--- config.mk ---
export PLATFORM = sky130hd
export DESIGN_NAME = msp_lim
export DESIGN_NICKNAME = d
export VERILOG_FILES = /design/src/rtl/msp_pkg.sv /design/src/rtl/msp_lim.sv
export SDC_FILE = /design/constraint.sdc
export NUM_CORES = 2
export LEC_CHECK = 0
export BUFFER_PORTS_ARGS = -buffer_cell sky130_fd_sc_hd__buf_2
export CAP_MARGIN = 40
export CORE_UTILIZATION = 40
export CTS_BUF_LIST = sky130_fd_sc_hd__clkbuf_2
export CTS_CLUSTER_SIZE = 40
export DETAILED_ROUTE_END_ITERATION = 8
export GPL_TIMING_DRIVEN = 0
export SLEW_MARGIN = 20
export SYNTH_ARGS = -nofsm -noshare
export SYNTH_HDL_FRONTEND = slang
export SYNTH_SLANG_ARGS = --single-unit
--- constraint.sdc ---
create_clock -name clock -period 14.79 [get_ports clock]
set_input_delay 2.958 -clock clock [delete_from_list [all_inputs] [get_ports clock]]
set_output_delay 2.958 -clock clock [all_outputs]
set_load 0.03 [all_outputs]
--- src/rtl/msp_pkg.sv ---
// shared widths, reset values, register index codes and payload structs
// for the mecanum wheel speed solver; no dependencies
package msp_pkg;

   localparam int WHEELS      = 4;
   localparam int SPEED_W     = 24;
   localparam int ARM_W       = 16;
   localparam int GAIN_W      = 24;
   localparam int GAIN_HALF_W = GAIN_W / 2;
   localparam int RPM_LIM_W   = 15;
   localparam int RPM_W       = 16;
   localparam int LIN_W       = SPEED_W + 2;
   localparam int SUM_W       = 41;
   localparam int MAG_W       = SUM_W;
   localparam int PROD_W      = MAG_W + GAIN_HALF_W;
   localparam int TOT_W       = PROD_W + 1;
   localparam int RPM_SHIFT   = 24;
   localparam int Q_W         = TOT_W - RPM_SHIFT;
   localparam int QUO_W       = RPM_LIM_W;
   localparam int NUM_W       = RPM_W + RPM_LIM_W;
   localparam int CSR_INDEX_W = 3;
   localparam int CSR_DATA_W  = 24;

   localparam logic [ARM_W-1:0]     FRONT_ARM_RESET = ARM_W'(1638);
   localparam logic [ARM_W-1:0]     REAR_ARM_RESET  = ARM_W'(1638);
   localparam logic [GAIN_W-1:0]    GAIN_RESET      = GAIN_W'(9830400);
   localparam logic [RPM_LIM_W-1:0] MAX_RPM_RESET   = RPM_LIM_W'(8000);

   localparam logic [RPM_W-1:0] MAG_POS_MAX = RPM_W'(32767);
   localparam logic [RPM_W-1:0] MAG_NEG_MAX = RPM_W'(32768);

   typedef enum logic [CSR_INDEX_W-1:0] {
      CSR_FRONT_ARM = 3'd0,
      CSR_REAR_ARM  = 3'd1,
      CSR_GAIN      = 3'd2,
      CSR_MAX_RPM   = 3'd3
   } csr_index_type;

   typedef struct packed {
      logic [WHEELS-1:0]            neg;
      logic [WHEELS-1:0][MAG_W-1:0] mag;
   } msp_sum_type;

   typedef struct packed {
      logic [WHEELS-1:0]            neg;
      logic [WHEELS-1:0][RPM_W-1:0] mag;
   } msp_wheel_type;

   typedef struct packed {
      logic                         scale;
      logic [RPM_W-1:0]             peak;
      logic [WHEELS-1:0]            neg;
      logic [WHEELS-1:0][RPM_W-1:0] mag;
      logic [WHEELS-1:0][NUM_W-1:0] num;
   } msp_lim_type;

   function automatic logic [RPM_W-1:0] max_mag(input logic [RPM_W-1:0] a,
                                                input logic [RPM_W-1:0] b);
      return (a > b) ? a : b;
   endfunction

   function automatic logic [RPM_W-1:0] abs_rpm(input logic [RPM_W-1:0] w);
      return w[RPM_W-1] ? RPM_W'(-w) : w;
   endfunction

endpackage

--- src/rtl/msp_lim.sv ---
// limit check: peak magnitude tree, limit compare, scaled numerators
// two register stages; depends on msp_pkg
module msp_lim import msp_pkg::*; (
   input  logic                 clock,
   input  logic                 reset,
   input  logic                 in_valid,
   output logic                 in_ready,
   input  msp_wheel_type        in_data,
   input  logic [RPM_LIM_W-1:0] max_rpm,
   output logic                 out_valid,
   input  logic                 out_ready,
   output msp_lim_type          out_data
);

   localparam int N = 2;

   logic [N-1:0] vld_ff;
   logic [N-1:0] vld_in;
   logic [N-1:0] adv;

   logic [RPM_W-1:0]             pair_in [2];
   logic [RPM_W-1:0]             pair_ff [2];
   logic [WHEELS-1:0][NUM_W-1:0] num_in;
   logic [WHEELS-1:0][NUM_W-1:0] num_ff;
   msp_wheel_type                wheel_ff;
   msp_lim_type                  lim_in;
   msp_lim_type                  lim_ff;

   always_comb begin
      adv[N-1] = !vld_ff[N-1] || out_ready;
      for (int i = N - 2; i >= 0; i--) begin
         adv[i] = !vld_ff[i] || adv[i+1];
      end
   end

   assign vld_in   = {vld_ff[N-2:0], in_valid};
   assign in_ready = adv[0];

   always_ff @(posedge clock) begin
      if (reset) begin
         vld_ff <= '0;
      end else begin
         for (int i = 0; i < N; i++) begin
            if (adv[i]) begin
               vld_ff[i] <= vld_in[i];
            end
         end
      end
   end

   always_comb begin
      pair_in[0] = max_mag(in_data.mag[0], in_data.mag[1]);
      pair_in[1] = max_mag(in_data.mag[2], in_data.mag[3]);
      for (int i = 0; i < WHEELS; i++) begin
         num_in[i] = in_data.mag[i] * max_rpm;
      end
   end

   always_comb begin
      lim_in.peak  = max_mag(pair_ff[0], pair_ff[1]);
      lim_in.scale = lim_in.peak > {1'b0, max_rpm};
      lim_in.neg   = wheel_ff.neg;
      lim_in.mag   = wheel_ff.mag;
      lim_in.num   = num_ff;
   end

   always_ff @(posedge clock) begin
      if (adv[0]) begin
         pair_ff  <= pair_in;
         num_ff   <= num_in;
         wheel_ff <= in_data;
      end
      if (adv[1]) begin
         lim_ff <= lim_in;
      end
   end

   assign out_data  = lim_ff;
   assign out_valid = vld_ff[N-1];

`ifndef SYNTHESIS
   a_peak_covers_all: assert property (@(posedge clock) disable iff (reset)
      out_valid |-> (lim_ff.mag[0] <= lim_ff.peak) && (lim_ff.mag[1] <= lim_ff.peak)
                 && (lim_ff.mag[2] <= lim_ff.peak) && (lim_ff.mag[3] <= lim_ff.peak))
      else $error("wheel magnitude above peak");
`endif

endmodule

==> impl_metrics.ini <==
[yosys]
syn_area_per_cell_um2 = 10.6
seq_area_frac_synth_pct = 28.1
synth_compound_gate_area_share_pct = 5.32
synth_top_cell_by_area = fa_1
muxShareOfSynthArea_pct = 0.842
synth_area_mm2 = 0.0465
synth.area.top_cells = fa_1, edfxtp_1, ha_1
synth_nets = 5633
synth_top_family_by_area = adder cells
synth_cells = 4383
synth_top_area_share_pct = 31.0
synthXorXnorAreaFrac_pct = 1.94
synthArstFlopShare_pct = 0
ys_types = 81
yosys.area_share.adder_pct = 42.9
synth-seq-cells = 435
ys.flop_type = edfxtp_1
yosysWarnings = 0
synth-simple-area-share_pct = 12.0
synth_edf_count = 433

[detailed_routing]
finalWirelength_um = 134000
first_pass_iters = 7
vias = 32938
vias_per_cell = 5.11
drt_iter0_drc = 2437
wl_per_cell_um = 20.8
drc = 0
postRouteAntennaNets = 0

[hold_path]
min_path_type = reg -> reg
min_to = out_data[134]
holdCritStartpoint = lim_in[134]
min_path_cells = 0

[finish]
fin_util_pct = 44.9
fin_cells = 6448
drive_gt1_share_pct = 12.2
nets = 6080
area_delta_synth_final_pct = 10.8

[worst_setup_path]
worstPathCellList = clkbuf_1 -> inv_1 -> clkbuf_1 -> buf_1 -> nor2_1 -> fa_1 -> inv_1 -> fa_1 -> inv_1 -> fa_1 -> fa_1 -> fa_1 -> inv_1 -> fa_1 -> inv_1 -> ha_1 -> and4_1 -> and3_1 -> o21a_1 -> a41o_1 -> o21ai_2 -> o31ai_4 -> a311oi_2 -> xnor2_1
reg2regPathDepth = 19
worst-setup-path-type = in -> reg
rrSetupSlack_ps = 9980
cp-start-kind = primary input
r2r-end = out_data[208]
critPathMaxStageDelay_ps = 710
cp_max_fo = 10
cp_num_buf_inv = 8
crit_arrival_ps = 10140
r2r_start = pair_ff[1]
crit_path_end_kind = flip-flop
cp_common_cell = fa_1
cp_data_required_time_ps = 15950
critical_path.slowest_cell = clkbuf_1
cp_top_family = adder cells

[sta]
setup_violations = 0
tightest_slew_ps = 936
fin_crit_sh_pct = 60.8
drv_slew = 0
rsz0062_at_grt = false
max-slew-margin-rel_pct = 36.9
setup-tns-final_ps = 0
min_period_ps = 8990
fin_skew_ps = 151
hold_violations = 0
fmax_ghz = 0.111
hold_ws_ps = 348

[placed_design]
dp.cells = 6218
dp_hpwl_um = 107000
port_buffers = 285
place.gp.congestion = 0.942

[clock_network]
cts_buffers = 115
path_clk_slew_ps = 100
ctsResizeCount = 0
cts_tree = done
clock_latency_ps = 1480
clock_path_buffers = 3
cts_hold_buf = 0
root_buffer = clkbuf_2
cts.sinks = 435
post-cts-setup-buffers = 0
htree_num_levels = 3

[global_routing]
grt_pass1_wl_um = 204000
antenna_found_initial = 24
grt_overflow = 0
grtUsageTotal_pct = 23.4
grt_max_degree = 91
grt_pass1_vias = 34185

[pwr]
ir_drop_mv = 0.247
power_leakage_nw = 25.2
powerDensity_mw_per_mm2 = 242
power_mw = 12.5

[flow_run]
max_cap_viol_count = 0

[floorplan]
dieArea_mm2 = 0.118
core_mm2 = 0.115
io_pins = 298
die_y_um = 343
num_rows = 124
dieWidth_um = 343
initial_core_util_pct = 40.5

[status]
status = finished, final reports clean
[routing by layer]
metal / GRT usage (%) / share of wire (%) / vias to the layer above
met5: 0 / 0.070 / -
met4: 7.31 / 2.8 / 14
met3: 6.31 / 9.0 / 236
met2: 37.4 / 47 / 1301
met1: 30.8 / 42 / 16729
li1: - / - / 14658
[power by group]
group	switching (mW)	total [mW]	internal [mW]	leakage, nW
combinational	5.42	9.24	3.82	19.8
clock	0.549	0.888	0.339	0.800
sequential	0.103	2.34	2.23	4.60
[cell families after synthesis]
kind of cell,Yosys count
and+or+nand+nor,1197
adders and majority gates,1163
buffers and inverters,1101
DFF,435
AOI/OAI and AO/OA,349
xor gates and xnor gates,103
muxes,35
[sequential cells by signal (all words and copies together) (netlist names)]
| signal | count |
|---|---|
| out_data | 209 |
| lim_in | 192 |
| pair_ff | 32 |
| vld_ff | 2 |
[metrics by stage]
step / instance area (um2) / worst slack (ps)
after global placement: 49800 / 44.0
after floorplan: 46500 / 3930
after detailed placement: 50300 / 4500
final: 51500 / 5800
after global routing: 51500 / 5740
after CTS: 51400 / 6040
[cell type report]
type | instances | area [um2]
fill | 11156 | 63300
antenna | 19 | 47.5
inverter | 925 | 3480
timing repair buffer | 330 | 1990
tap | 1512 | 1890
clock inverter | 47 | 298
buffer | 176 | 682
clock buffer | 157 | 786
multi-input combinational | 2847 | 29300
sequential | 435 | 13000
[layout by cell type, fill, tap and decap left out, types with 56 or more instances in the layout]
cell type  instances
clkbuf_2         165
nor2_1           304
a21o_1            56
edfxtp_1         433
xnor2_1           73
buf_2            296
o21ai_0           59
clkbuf_1         160
fa_1             720
inv_1            898
a21oi_1           92
ha_1             443
and2_1           315
nand2_1          449
[worst max path at each step]
stage | start | end | cells after the start
6_report | max_rpm[3] | lim_in[122] | 24
5_1_grt | max_rpm[3] | lim_in[122] | 24
4_1_cts | max_rpm[3] | lim_in[122] | 24
3_5_place_dp | max_rpm[3] | lim_in[122] | 24
3_3_place_gp | out_ready | in_ready | 4
2_1_floorplan | out_ready | in_ready | 2
[synthesized netlist by cell type, drive strengths merged (6+ instances only)]
cell type and count:
xor2 30, nand3 19, o21a 23, inv 905, a211oi 14, buf 8, o31ai 6, clkbuf 168
mux2 33, a31oi 7, nand4 20, and3 18, nor3 14, xnor2 73, fa 720, clkinv 20
or2 7, and2 315, nor2 304, nand2 450, edfxtp 433, ha 443, o21ai 72, a21oi 98
nor2b 17, o21bai 18, a21boi 6, nand2b 17, a21o 57, o211ai 6
No activity file was read; power rests on OpenSTA's default activity.
