--- src/rtl/msp_pkg.sv ---
// shared widths, reset values, register index codes and payload structs
// for the mecanum wheel speed solver; no dependencies
package msp_pkg;

   localparam int WHEELS      = 4;
   localparam int SPEED_W     = 24;
   localparam int ARM_W       = 16;
   localparam int GAIN_W      = 24;
   localparam int GAIN_HALF_W = GAIN_W / 2;
   localparam int RPM_LIM_W   = 15;
   localparam int RPM_W       = 16;
   localparam int LIN_W       = SPEED_W + 2;
   localparam int SUM_W       = 41;
   localparam int MAG_W       = SUM_W;
   localparam int PROD_W      = MAG_W + GAIN_HALF_W;
   localparam int TOT_W       = PROD_W + 1;
   localparam int RPM_SHIFT   = 24;
   localparam int Q_W         = TOT_W - RPM_SHIFT;
   localparam int QUO_W       = RPM_LIM_W;
   localparam int NUM_W       = RPM_W + RPM_LIM_W;
   localparam int CSR_INDEX_W = 3;
   localparam int CSR_DATA_W  = 24;

   localparam logic [ARM_W-1:0]     FRONT_ARM_RESET = ARM_W'(1638);
   localparam logic [ARM_W-1:0]     REAR_ARM_RESET  = ARM_W'(1638);
   localparam logic [GAIN_W-1:0]    GAIN_RESET      = GAIN_W'(9830400);
   localparam logic [RPM_LIM_W-1:0] MAX_RPM_RESET   = RPM_LIM_W'(8000);

   localparam logic [RPM_W-1:0] MAG_POS_MAX = RPM_W'(32767);
   localparam logic [RPM_W-1:0] MAG_NEG_MAX = RPM_W'(32768);

   typedef enum logic [CSR_INDEX_W-1:0] {
      CSR_FRONT_ARM = 3'd0,
      CSR_REAR_ARM  = 3'd1,
      CSR_GAIN      = 3'd2,
      CSR_MAX_RPM   = 3'd3
   } csr_index_type;

   typedef struct packed {
      logic [WHEELS-1:0]            neg;
      logic [WHEELS-1:0][MAG_W-1:0] mag;
   } msp_sum_type;

   typedef struct packed {
      logic [WHEELS-1:0]            neg;
      logic [WHEELS-1:0][RPM_W-1:0] mag;
   } msp_wheel_type;

   typedef struct packed {
      logic                         scale;
      logic [RPM_W-1:0]             peak;
      logic [WHEELS-1:0]            neg;
      logic [WHEELS-1:0][RPM_W-1:0] mag;
      logic [WHEELS-1:0][NUM_W-1:0] num;
   } msp_lim_type;

   function automatic logic [RPM_W-1:0] max_mag(input logic [RPM_W-1:0] a,
                                                input logic [RPM_W-1:0] b);
      return (a > b) ? a : b;
   endfunction

   function automatic logic [RPM_W-1:0] abs_rpm(input logic [RPM_W-1:0] w);
      return w[RPM_W-1] ? RPM_W'(-w) : w;
   endfunction

endpackage

--- src/rtl/msp_kin.sv ---
// wheel kinematics: linear terms, turn terms, per-wheel sum and magnitude
// three register stages; depends on msp_pkg
module msp_kin import msp_pkg::*; (
   input  logic                      clock,
   input  logic                      reset,
   input  logic                      in_valid,
   output logic                      in_ready,
   input  logic signed [SPEED_W-1:0] forward_speed,
   input  logic signed [SPEED_W-1:0] lateral_speed,
   input  logic signed [SPEED_W-1:0] turn_rate,
   input  logic [ARM_W-1:0]          front_arm,
   input  logic [ARM_W-1:0]          rear_arm,
   output logic                      out_valid,
   input  logic                      out_ready,
   output msp_sum_type               out_data
);

   localparam int N = 3;

   logic [N-1:0] vld_ff;
   logic [N-1:0] vld_in;
   logic [N-1:0] adv;

   logic signed [LIN_W-1:0] vx_e;
   logic signed [LIN_W-1:0] vy_e;
   logic signed [LIN_W-1:0] lin_in [WHEELS];
   logic signed [LIN_W-1:0] lin_ff [WHEELS];
   logic signed [SUM_W-1:0] tf_in;
   logic signed [SUM_W-1:0] tb_in;
   logic signed [SUM_W-1:0] tf_ff;
   logic signed [SUM_W-1:0] tb_ff;
   logic signed [SUM_W-1:0] sum_in [WHEELS];
   logic signed [SUM_W-1:0] sum_ff [WHEELS];
   logic [MAG_W-1:0]        mag_in [WHEELS];
   logic [MAG_W-1:0]        mag_ff [WHEELS];
   logic [WHEELS-1:0]       neg_in;
   logic [WHEELS-1:0]       neg_ff;

   always_comb begin
      adv[N-1] = !vld_ff[N-1] || out_ready;
      for (int i = N - 2; i >= 0; i--) begin
         adv[i] = !vld_ff[i] || adv[i+1];
      end
   end

   assign vld_in   = {vld_ff[N-2:0], in_valid};
   assign in_ready = adv[0];

   always_ff @(posedge clock) begin
      if (reset) begin
         vld_ff <= '0;
      end else begin
         for (int i = 0; i < N; i++) begin
            if (adv[i]) begin
               vld_ff[i] <= vld_in[i];
            end
         end
      end
   end

   // stage 1: linear combinations and turn products
   assign vx_e = {{2{forward_speed[SPEED_W-1]}}, forward_speed};
   assign vy_e = {{2{lateral_speed[SPEED_W-1]}}, lateral_speed};
   assign lin_in[0] = vy_e - vx_e;
   assign lin_in[1] = vy_e + vx_e;
   assign lin_in[2] = -vy_e - vx_e;
   assign lin_in[3] = -vy_e + vx_e;
   assign tf_in = turn_rate * $signed({1'b0, front_arm});
   assign tb_in = turn_rate * $signed({1'b0, rear_arm});

   // stage 2: align linear term to 24 fraction bits and add turn term
   // stage 3: sign and magnitude
   always_comb begin
      for (int i = 0; i < WHEELS; i++) begin
         sum_in[i] = $signed({{(SUM_W - LIN_W - 12){lin_ff[i][LIN_W-1]}}, lin_ff[i], 12'b0})
                   + ((i < 2) ? tf_ff : tb_ff);
         neg_in[i] = sum_ff[i][SUM_W-1];
         mag_in[i] = sum_ff[i][SUM_W-1] ? (~sum_ff[i] + MAG_W'(1)) : sum_ff[i];
      end
   end

   always_ff @(posedge clock) begin
      if (adv[0]) begin
         lin_ff <= lin_in;
         tf_ff  <= tf_in;
         tb_ff  <= tb_in;
      end
      if (adv[1]) begin
         sum_ff <= sum_in;
      end
      if (adv[2]) begin
         mag_ff <= mag_in;
         neg_ff <= neg_in;
      end
   end

   always_comb begin
      out_data.neg = neg_ff;
      for (int i = 0; i < WHEELS; i++) begin
         out_data.mag[i] = mag_ff[i];
      end
   end

   assign out_valid = vld_ff[N-1];

endmodule

--- config.mk ---
export PLATFORM = sky130hd
export DESIGN_NAME = msp_kin
export DESIGN_NICKNAME = d
export VERILOG_FILES = /design/src/rtl/msp_pkg.sv /design/src/rtl/msp_kin.sv
export SDC_FILE = /design/constraint.sdc
export NUM_CORES = 2
export LEC_CHECK = 0
export BUFFER_PORTS_ARGS = -buffer_cell sky130_fd_sc_hd__buf_4
export CAP_MARGIN = 0
export CORE_ASPECT_RATIO = 0.5
export CORE_MARGIN = 5
export CORE_UTILIZATION = 60
export CTS_CLUSTER_DIAMETER = 100
export DETAILED_ROUTE_END_ITERATION = 10
export PLACE_DENSITY = 0.83
export SETUP_SLACK_MARGIN = 0.15
export SYNTH_ARGS = -nofsm -noshare
export SYNTH_HDL_FRONTEND = slang
export SYNTH_SLANG_ARGS = --single-unit
--- constraint.sdc ---
create_clock -name clock -period 8.3 [get_ports clock]
set_input_delay 0.83 -clock clock [delete_from_list [all_inputs] [get_ports clock]]
set_output_delay 0.83 -clock clock [all_outputs]
set_load 0.02 [all_outputs]
==> flow_summary.yaml <==
run_status:
  status: "complete, no violations"
floorplanning:
  io_pins: 278
  start_util_pct: 60.8
  die-area_um2: 98800
  core-area_um2: 91100
  die_x_um: 440
  die_h_um: 225
  rows: 78
route:
  wirelength_met1_um: 58200
  wl_per_cell_um: 20.4
  drc: 0
  top_layer_used: "met5"
  routed_wirelength_um: 142000
  met3_length_um: 15000
  viasPerCell: 5.78
  route.met2.wl_um: 65200
  postRouteAntennaNets: 0
  drtIter0Drc: 3914
  drt_pass1_iterations: 5
  vias: 40324
worst_setup_path:
  slowest_delay_ns: 0.68
  critPathKind: "input pin to register"
  cpMostUsedCell: "fa_1"
  critPathSlowestCell: "xor2_1"
  worst-path-max-fanout: 32
  critPathLaunchType: "input pin"
  path_cells: "buf_4 > nand2_1 > fa_1 > inv_1 > fa_1 > fa_1 > fa_1 > fa_1 > inv_1 > fa_1 > inv_1 > ha_1 > a221oi_1 > o21ai_0 > nor3_1 > a211oi_1 > buf_4 > o311ai_0 > a21oi_1 > xor2_1"
  required_ns: 8.59
  endpoint_kind: "register"
  critical_path_arrival_ns: 7.74
placed_design:
  hpwl_um: 112000
  io_buffers: 277
  routabilityCongestion: 0.983
  post-place-cells: 6874
sta:
  post-route-min-period_ns: 7.44
  rsz0062_at_grt: "false"
  max_freq_ghz: 0.134
  hold_viol: 0
  drv_slew: 0
  finalClockSkew_ns: 0.0168
  fin_setup_tns_ns: 0
  setup_viol: 0
  tightest_slew_ns: 1.01
  slew_headroom_pct: 33.0
  fin_crit_sh_pct: 89.7
cells_and_area:
  drive_above_1_share_pct: 7.08
  nets: 6963
  layout.cells.non_filler: 6978
  final_common_cell: "inv_1"
  final_cell_mix: "inv_1 (1023), fa_1 (762), nand2_1 (619), edfxtp_1 (485), ha_1 (411)"
  syn2layout_area_growth_pct: 8.49
clocking:
  cts.sinks: 488
  insertion_delay_ns: 0.61
  cts_tree: "yes"
  cts_buffers: 46
  cts.reportedPaths.clkPinSlew_ns: 0.07
  cts_htree_levels: 2
  clockBufferDepth: 3
  cts_setup_buffers: 0
  cts.repair.resized: 0
  cts_hold_buffers: 0
  cts-root-buf: "clkbuf_16"
grt:
  antenna_found_initial: 21
  grt_first_pass_wirelength_um: 226000
  grt_overflow: 0
  grtUsageTotal_pct: 28.8
  grt_max_degree: 90
  grt_pass1_vias: 42371
flow_run:
  maxCapViolations: 0
logic_synthesis:
  ys_ff_latch: 488
  ys_warn_count: 0
  synthArstFlopShare_pct: 0
  netlist_instances: 5522
  synthesis.nets: 6803
  synth_ff_type: "edfxtp_1"
  synth_cell_types: 70
  synth_edf_count: 485
  syn_area_um2: 55300
  avgSynthCellArea_um2: 10.0
  seq_area_frac_synth_pct: 26.4
hold_path:
  hold_class: "input pin to register"
==> synthesized netlist by cell type (9+ instances only) <==
cell	number	area, um^2
inv_1	1025	3850
fa_1	762	15300
nand2_1	620	2330
edfxtp_1	485	14600
ha_1	411	5140
xnor2_1	362	3170
and2_1	312	1950
nor2_1	205	769
a21oi_1	196	981
clkbuf_1	181	679
o21ai_0	155	776
a21o_1	101	758
xor2_1	74	648
nor3_1	62	310
o31ai_1	48	360
nand2b_1	46	288
o21a_1	43	323
nand3_1	40	200
or3_1	40	250
o21bai_1	38	285
nor2b_1	34	213
or4_1	27	203
a211oi_1	22	165
a31oi_1	21	131
nor4_1	19	119
o41ai_1	19	166
or2_2	16	100
and3_1	15	93.8
a221oi_1	11	96.3
nand4_1	10	62.6
o211ai_1	10	75.1
a21boi_0	9	67.6
==> worst paths after layout <==
check                                           from                       to  slack, ns  cells past startpoint
worst min-delay path                           reset   vld_ff[1]$_SDFFE_PP0P_       0.40                      2
worst max register to register  sum_ff[42]$_DFFE_PP_  out_data[120]$_DFFE_PP_       3.50                     12
worst max-delay path                   turn_rate[15]      tb_ff[34]$_DFFE_PP_       0.86                     20
worst min register to register    tf_ff[4]$_DFFE_PP_    sum_ff[127]$_DFFE_PP_       0.41                      0
==> logic make-up after synthesis <==
group,synth area share [%]
simple gates,12.9
buf+inv,8.24
fa+ha+maj,36.9
compound gates,8.69
flops,26.4
xor+xnor,6.90
mux,0.0181
==> metal layers <==
layer,vias to the layer above,global-route usage (%)
li1,18016,-
met2,1925,45.9
met1,20063,40.2
met4,6,8.55
met5,-,0
met3,314,6.34
==> worst max-delay path, delay by kind of cell <==
| kind | cells | cell delay (ns) |
|---|---|---|
| AO/OA/AOI/OAI | 5 | 1.56 |
| adder cells (fa/ha/maj) | 7 | 3.44 |
| XOR/XNOR | 1 | 0.68 |
| buffers and inverters | 5 | 0.74 |
| AND/OR/NAND/NOR | 2 | 0.45 |
==> flip-flops by register name (all words and copies together), names as in the netlist <==
signal / count
tf_ff: 41
vld_ff: 3
sum_ff: 134
neg_in: 4
out_data: 162
tb_ff: 41
lin_ff: 99
neg_ff: 4
==> per-stage QoR <==
step,utilization (%),cell area (um^2),hold WS [ns],worst slack [ns]
final,65.9,60000,0.400,0.858
after global routing,65.9,60000,0.388,0.571
after CTS,65.9,60000,0.375,1.03
after detailed placement,64.2,58400,0.405,0.418
after global placement,64.2,58400,0.401,0.602
after floorplan,-,55300,0.400,1.23
==> area by class of cell <==
class / instances / area, um^2
diodes: 20 / 50.0
repair buffers: 298 / 2240
fillers: 6864 / 31000
inverters: 1025 / 3860
clock inverters: 28 / 364
multi-input cells: 3823 / 36200
flip-flops and latches: 488 / 14600
well taps: 1240 / 1550
clock buffers: 56 / 1190
Power is left out: the tool's default activity adds up to more than one toggle a clock period on the data nets, which glitch-free logic cannot reach.
