$ cat src/rtl/msp_pkg.sv
// shared widths, reset values, register index codes and payload structs
// for the mecanum wheel speed solver; no dependencies
package msp_pkg;

   localparam int WHEELS      = 4;
   localparam int SPEED_W     = 24;
   localparam int ARM_W       = 16;
   localparam int GAIN_W      = 24;
   localparam int GAIN_HALF_W = GAIN_W / 2;
   localparam int RPM_LIM_W   = 15;
   localparam int RPM_W       = 16;
   localparam int LIN_W       = SPEED_W + 2;
   localparam int SUM_W       = 41;
   localparam int MAG_W       = SUM_W;
   localparam int PROD_W      = MAG_W + GAIN_HALF_W;
   localparam int TOT_W       = PROD_W + 1;
   localparam int RPM_SHIFT   = 24;
   localparam int Q_W         = TOT_W - RPM_SHIFT;
   localparam int QUO_W       = RPM_LIM_W;
   localparam int NUM_W       = RPM_W + RPM_LIM_W;
   localparam int CSR_INDEX_W = 3;
   localparam int CSR_DATA_W  = 24;

   localparam logic [ARM_W-1:0]     FRONT_ARM_RESET = ARM_W'(1638);
   localparam logic [ARM_W-1:0]     REAR_ARM_RESET  = ARM_W'(1638);
   localparam logic [GAIN_W-1:0]    GAIN_RESET      = GAIN_W'(9830400);
   localparam logic [RPM_LIM_W-1:0] MAX_RPM_RESET   = RPM_LIM_W'(8000);

   localparam logic [RPM_W-1:0] MAG_POS_MAX = RPM_W'(32767);
   localparam logic [RPM_W-1:0] MAG_NEG_MAX = RPM_W'(32768);

   typedef enum logic [CSR_INDEX_W-1:0] {
      CSR_FRONT_ARM = 3'd0,
      CSR_REAR_ARM  = 3'd1,
      CSR_GAIN      = 3'd2,
      CSR_MAX_RPM   = 3'd3
   } csr_index_type;

   typedef struct packed {
      logic [WHEELS-1:0]            neg;
      logic [WHEELS-1:0][MAG_W-1:0] mag;
   } msp_sum_type;

   typedef struct packed {
      logic [WHEELS-1:0]            neg;
      logic [WHEELS-1:0][RPM_W-1:0] mag;
   } msp_wheel_type;

   typedef struct packed {
      logic                         scale;
      logic [RPM_W-1:0]             peak;
      logic [WHEELS-1:0]            neg;
      logic [WHEELS-1:0][RPM_W-1:0] mag;
      logic [WHEELS-1:0][NUM_W-1:0] num;
   } msp_lim_type;

   function automatic logic [RPM_W-1:0] max_mag(input logic [RPM_W-1:0] a,
                                                input logic [RPM_W-1:0] b);
      return (a > b) ? a : b;
   endfunction

   function automatic logic [RPM_W-1:0] abs_rpm(input logic [RPM_W-1:0] w);
      return w[RPM_W-1] ? RPM_W'(-w) : w;
   endfunction

endpackage

$ cat src/rtl/msp_div.sv
// pipelined restoring divider, one quotient bit per stage, four lanes,
// followed by the signed output register; depends on msp_pkg
module msp_div import msp_pkg::*; (
   input  logic                         clock,
   input  logic                         reset,
   input  logic                         in_valid,
   output logic                         in_ready,
   input  msp_lim_type                  in_data,
   output logic                         out_valid,
   input  logic                         out_ready,
   output logic [WHEELS-1:0][RPM_W-1:0] rpm
);

   localparam int N = QUO_W + 1;

   typedef struct packed {
      logic                         scale;
      logic [RPM_W-1:0]             dvs;
      logic [WHEELS-1:0]            neg;
      logic [WHEELS-1:0][RPM_W-1:0] mag;
      logic [WHEELS-1:0][RPM_W-1:0] rem;
      logic [WHEELS-1:0][QUO_W-1:0] quo;
   } div_stage_type;

   function automatic div_stage_type div_step(input div_stage_type s);
      div_stage_type  r;
      logic [RPM_W:0] t;
      r = s;
      for (int i = 0; i < WHEELS; i++) begin
         t = {s.rem[i], s.quo[i][QUO_W-1]};
         if (t >= {1'b0, s.dvs}) begin
            r.rem[i] = RPM_W'(t - {1'b0, s.dvs});
            r.quo[i] = {s.quo[i][QUO_W-2:0], 1'b1};
         end else begin
            r.rem[i] = t[RPM_W-1:0];
            r.quo[i] = {s.quo[i][QUO_W-2:0], 1'b0};
         end
      end
      return r;
   endfunction

   logic [N-1:0] vld_ff;
   logic [N-1:0] vld_in;
   logic [N-1:0] adv;

   div_stage_type                first;
   div_stage_type                div_in [QUO_W];
   div_stage_type                div_ff [QUO_W];
   logic [WHEELS-1:0][RPM_W-1:0] sel;
   logic [WHEELS-1:0][RPM_W-1:0] rpm_in;
   logic [WHEELS-1:0][RPM_W-1:0] rpm_ff;

   always_comb begin
      adv[N-1] = !vld_ff[N-1] || out_ready;
      for (int i = N - 2; i >= 0; i--) begin
         adv[i] = !vld_ff[i] || adv[i+1];
      end
   end

   assign vld_in   = {vld_ff[N-2:0], in_valid};
   assign in_ready = adv[0];

   always_ff @(posedge clock) begin
      if (reset) begin
         vld_ff <= '0;
      end else begin
         for (int i = 0; i < N; i++) begin
            if (adv[i]) begin
               vld_ff[i] <= vld_in[i];
            end
         end
      end
   end

   // numerator high part is below the divisor, so 15 steps give the quotient
   always_comb begin
      first.scale = in_data.scale;
      first.dvs   = in_data.peak;
      first.neg   = in_data.neg;
      first.mag   = in_data.mag;
      for (int i = 0; i < WHEELS; i++) begin
         first.rem[i] = in_data.num[i][NUM_W-1:QUO_W];
         first.quo[i] = in_data.num[i][QUO_W-1:0];
      end
      div_in[0] = div_step(first);
      for (int k = 1; k < QUO_W; k++) begin
         div_in[k] = div_step(div_ff[k-1]);
      end
   end

   always_comb begin
      for (int i = 0; i < WHEELS; i++) begin
         sel[i] = div_ff[QUO_W-1].scale ? {1'b0, div_ff[QUO_W-1].quo[i]}
                                        : div_ff[QUO_W-1].mag[i];
         rpm_in[i] = div_ff[QUO_W-1].neg[i] ? RPM_W'(-sel[i]) : sel[i];
      end
   end

   always_ff @(posedge clock) begin
      for (int k = 0; k < QUO_W; k++) begin
         if (adv[k]) begin
            div_ff[k] <= div_in[k];
         end
      end
      if (adv[N-1]) begin
         rpm_ff <= rpm_in;
      end
   end

   assign rpm       = rpm_ff;
   assign out_valid = vld_ff[N-1];

endmodule

$ cat config.mk
export PLATFORM = sky130hd
export DESIGN_NAME = msp_div
export DESIGN_NICKNAME = d
export VERILOG_FILES = /design/src/rtl/msp_pkg.sv /design/src/rtl/msp_div.sv
export SDC_FILE = /design/constraint.sdc
export NUM_CORES = 2
export LEC_CHECK = 0
export ABC_AREA = 0
export ABC_CLOCK_PERIOD_IN_PS = 36500
export CAP_MARGIN = 20
export CORE_MARGIN = 4
export CORE_UTILIZATION = 62
export DETAILED_ROUTE_END_ITERATION = 6
export DONT_BUFFER_PORTS = 1
export PLACE_DENSITY = 0.78
export SKIP_LAST_GASP = 1
export SLEW_MARGIN = 10
export SYNTH_ARGS = -nofsm -noshare
export SYNTH_HDL_FRONTEND = slang
export SYNTH_SLANG_ARGS = --single-unit
$ cat constraint.sdc
create_clock -name clock -period 36.5 [get_ports clock]
set_clock_uncertainty 0.1 [all_clocks]
set_input_delay 1.825 -clock clock [delete_from_list [all_inputs] [get_ports clock]]
set_output_delay 1.825 -clock clock [all_outputs]
set_load 0.05 [all_outputs]
==> summary.md <==
| Metric | Value |
|---|---|
| Mean Syn Cell Area | `13.68 um^2` |
| Lkg Pwr | `64.10 nW` |
| Max_slew headroom | `0.2306` |
| #FFs+latches synth | `3135` |
| Filler cells | `15680` |
| Longest Clk Path Bufs | `4` |
| Clk sinks | `3135` |
| Status | `finished with violations` |
| Sequential share of the synthesized area | `0.6339` |
| Worst hold stages | `0` |
| ANT nets after route | `0` |
| Top cell type's share of synthesized area | `0.6317` |
| WL per Instance | `29.22 um` |
| I/O Buffers | `0` |
| Metal2 WL | `188300 um` |
| Initial Util | `0.6233` |
| End of the worst hold path | `div_ff[1][841]` |
| Most frequent cell on the critical path | `nor2_1` |
| HP Class | `register to register` |
| WL met3 | `45370 um` |
| Final worst slack | `28350 ps` |
| Worst slew pin tran | `1154 ps` |
| FF-to-FF Start | `vld_ff[15]` |
| Violated checks | `DRC` |
| First DRT Iteration DRCs | `12650` |
| MaxCap Viol Count | `0` |
| Setup-failing EPs final | `0` |
| Min Tclk post-route | `8155 ps` |
| Post-cts resize count | `0` |
| Nets@finish | `12290` |
| Most common library cells after synthesis | `edfxtp_1, ha_1, a21oi_1` |
| Cells after Synth | `10830` |
| Req. time, crit path | `34580 ps` |
| Hold_buf cts | `0` |
| Layout cells sized above 1 | `0.09288` |
| Skew-Pair Late Insertion Delay | `1040 ps` |
| Top-count cell post-synth | `edfxtp_1` |
| Synth warn | `0` |
| Drt pass-1 iters | `7` |
| RSZ-0062 raised after global routing | `false` |
| DRT met1 WL | `170700 um` |
| Reg2Reg Depth | `12` |
| RR Endpoint | `div_ff[0][89]` |
| Final WL | `423800 um` |
| PD cells | `92.90 nW/um^2` |
| Slew Limit Fails | `0` |
| Startpoint Class | `primary input` |
| Area grow syn2layout | `9.965%` |
| CP max stage delay | `750 ps` |
| Worst-path clk slew | `70 ps` |
| Syn nets | `12070` |
| DRC | `2` |
| H-tree depth | `5` |
| Die width | `497 um` |
| Vias per inst | `6.471` |
| Row cnt | `179` |
| CP Data Arrival Time | `6230 ps` |
| WS Path Type | `primary input to output pin` |
| DIE AREA | `247000 um^2` |
| Largest net degree at the start of global routing | `145` |
| CP endpoint kind | `output pin` |
| Final HPWL DP | `304800 um` |
| Top FF cell, synth | `edfxtp_1` |
| Total gr overflow | `0` |
| Total CTS buffers | `325` |
| Root buffer cell | `clkbuf_16` |
| First-pass GRT wire length | `608800 um` |
| Critical-path cell list | `nor2b_1, inv_2, nor2_1, and2_0, inv_8, nor2_1, nand2_4, nor2_1, nand3_4` |
| Setup TNS | `0 ps` |
| Pre-CTS WS | `28340 ps` |
| Max Used Layer | `met5` |
| Mapped Area | `148300 um^2` |
| Hold WS | `246.0 ps` |
| Critical-path top delay cell | `nor2_1` |
| Main area contributors after synthesis | `edfxtp_1, ha_1, a21oi_1` |
| RePlAce Congestion | `0.9886` |
| Post-Place Cell Area | `151900 um^2` |
| Boundary pin count | `279` |
| R2r setup slk | `29590 ps` |
| Area leader, netlist | `edfxtp_1` |
| TritonCTS clock tree | `yes` |
| VDD IR max | `0.07867 mV` |
| Post-synth EDFFs | `3119` |
| Fin area | `163000 um^2` |
| Setup bufs post-CTS | `0` |
| Pwr Total | `0.01515 W` |
| Fmax | `122.6 MHz` |
| FFs w/ async S/R, synth | `0` |
| Tot GR Track Use | `0.3367` |
| Crit share post-route | `0.2234` |
| Vias in the first global route | `90030` |
| Synth cell types | `98` |
| Via count | `93870` |
| CORE AREA | `237900 um^2` |
| CP max FO | `76` |
| Die H | `497 um` |
| Final Hold Viols | `0` |
| Initial antenna violation count | `88` |
| Min-delay src | `div_ff[1][631]` |
placed cells by master, fill, tap and decap left out, types with 330 or more instances in the layout:
cell       synthesis  layout
xnor2_1          434     434
inv_1            568     561
ha_1             964     964
a21o_1           353     353
nand2_1          525     519
nor2_1           683     683
o21ai_0          505     505
clkbuf_16          0     330
edfxtp_1        3119    3119
a21oi_1          929     929
power by group:
group	leakage (nW)	internal [W]	switching [W]	total, W
Sequential	32.7	0.00526	0.000776	0.00604
Clock	5.22	0.00198	0.00145	0.00343
Combinational	26.1	0.00240	0.00328	0.00568
Total	64.1	0.00964	0.00551	0.0151
worst max-delay path, delay by kind of cell:
family | cells | cell delay (ps)
buffers and inverters | 2 | 480
AND/OR/NAND/NOR | 7 | 3820
area by class of cell:
class / count / area (um^2) / area share
inverters: 570 / 2185 / 0.01340
diodes: 34 / 85.08 / 0.0005219
flip-flops and latches: 3135 / 93980 / 0.5765
multi-input cells: 6945 / 51320 / 0.3148
well taps: 3167 / 3963 / 0.02431
repair buffers: 78 / 759.5 / 0.004659
clock inverters: 205 / 2313 / 0.01419
clock buffers: 372 / 8426 / 0.05168
registers in the layout (all words and copies together), names as in the netlist:
| signal | flops |
|---|---|
| div_ff | 3055 |
| rpm | 64 |
| vld_ff | 16 |
cells by family (layout without fill, tap and decap cells):
group | count (synthesis) | after routing | share of synthesized area
adder cells (fa/ha/maj) | 1020 | 1020 | 0.08892
buffers and inverters | 754 | 1225 | 0.02091
other | 0 | 34 | 0
XOR/XNOR | 697 | 697 | 0.04118
AND/OR/NAND/NOR | 2305 | 2305 | 0.07666
flip-flops | 3135 | 3135 | 0.6339
AO/OA/AOI/OAI | 2458 | 2458 | 0.1028
multiplexers | 465 | 465 | 0.03567
metrics by stage:
step             util  std cells
2_1_floorplan       -      10830
3_3_place_gp   0.6387      13880
3_5_place_dp   0.6388      13880
4_1_cts        0.6839      14460
5_1_grt        0.6851      14480
6_report       0.6854      14510
metal layers:
metal / vias to the layer above / global-route usage
met5: - / 0
met4: 34 / 0.1297
met3: 1083 / 0.07984
met2: 5368 / 0.5169
met1: 45820 / 0.4706
li1: 41560 / -
worst max-delay path by stage:
stage | startpoint | to | slack [ps] | cells after the start
global placement | out_ready | in_ready | 28450 | 9
detailed placement | out_ready | in_ready | 28340 | 9
finish | out_ready | in_ready | 28350 | 9
global route | out_ready | in_ready | 28080 | 9
CTS | out_ready | in_ready | 28320 | 9
floorplan | out_ready | in_ready | 16060 | 9
Power figures use the tool's default switching activity.
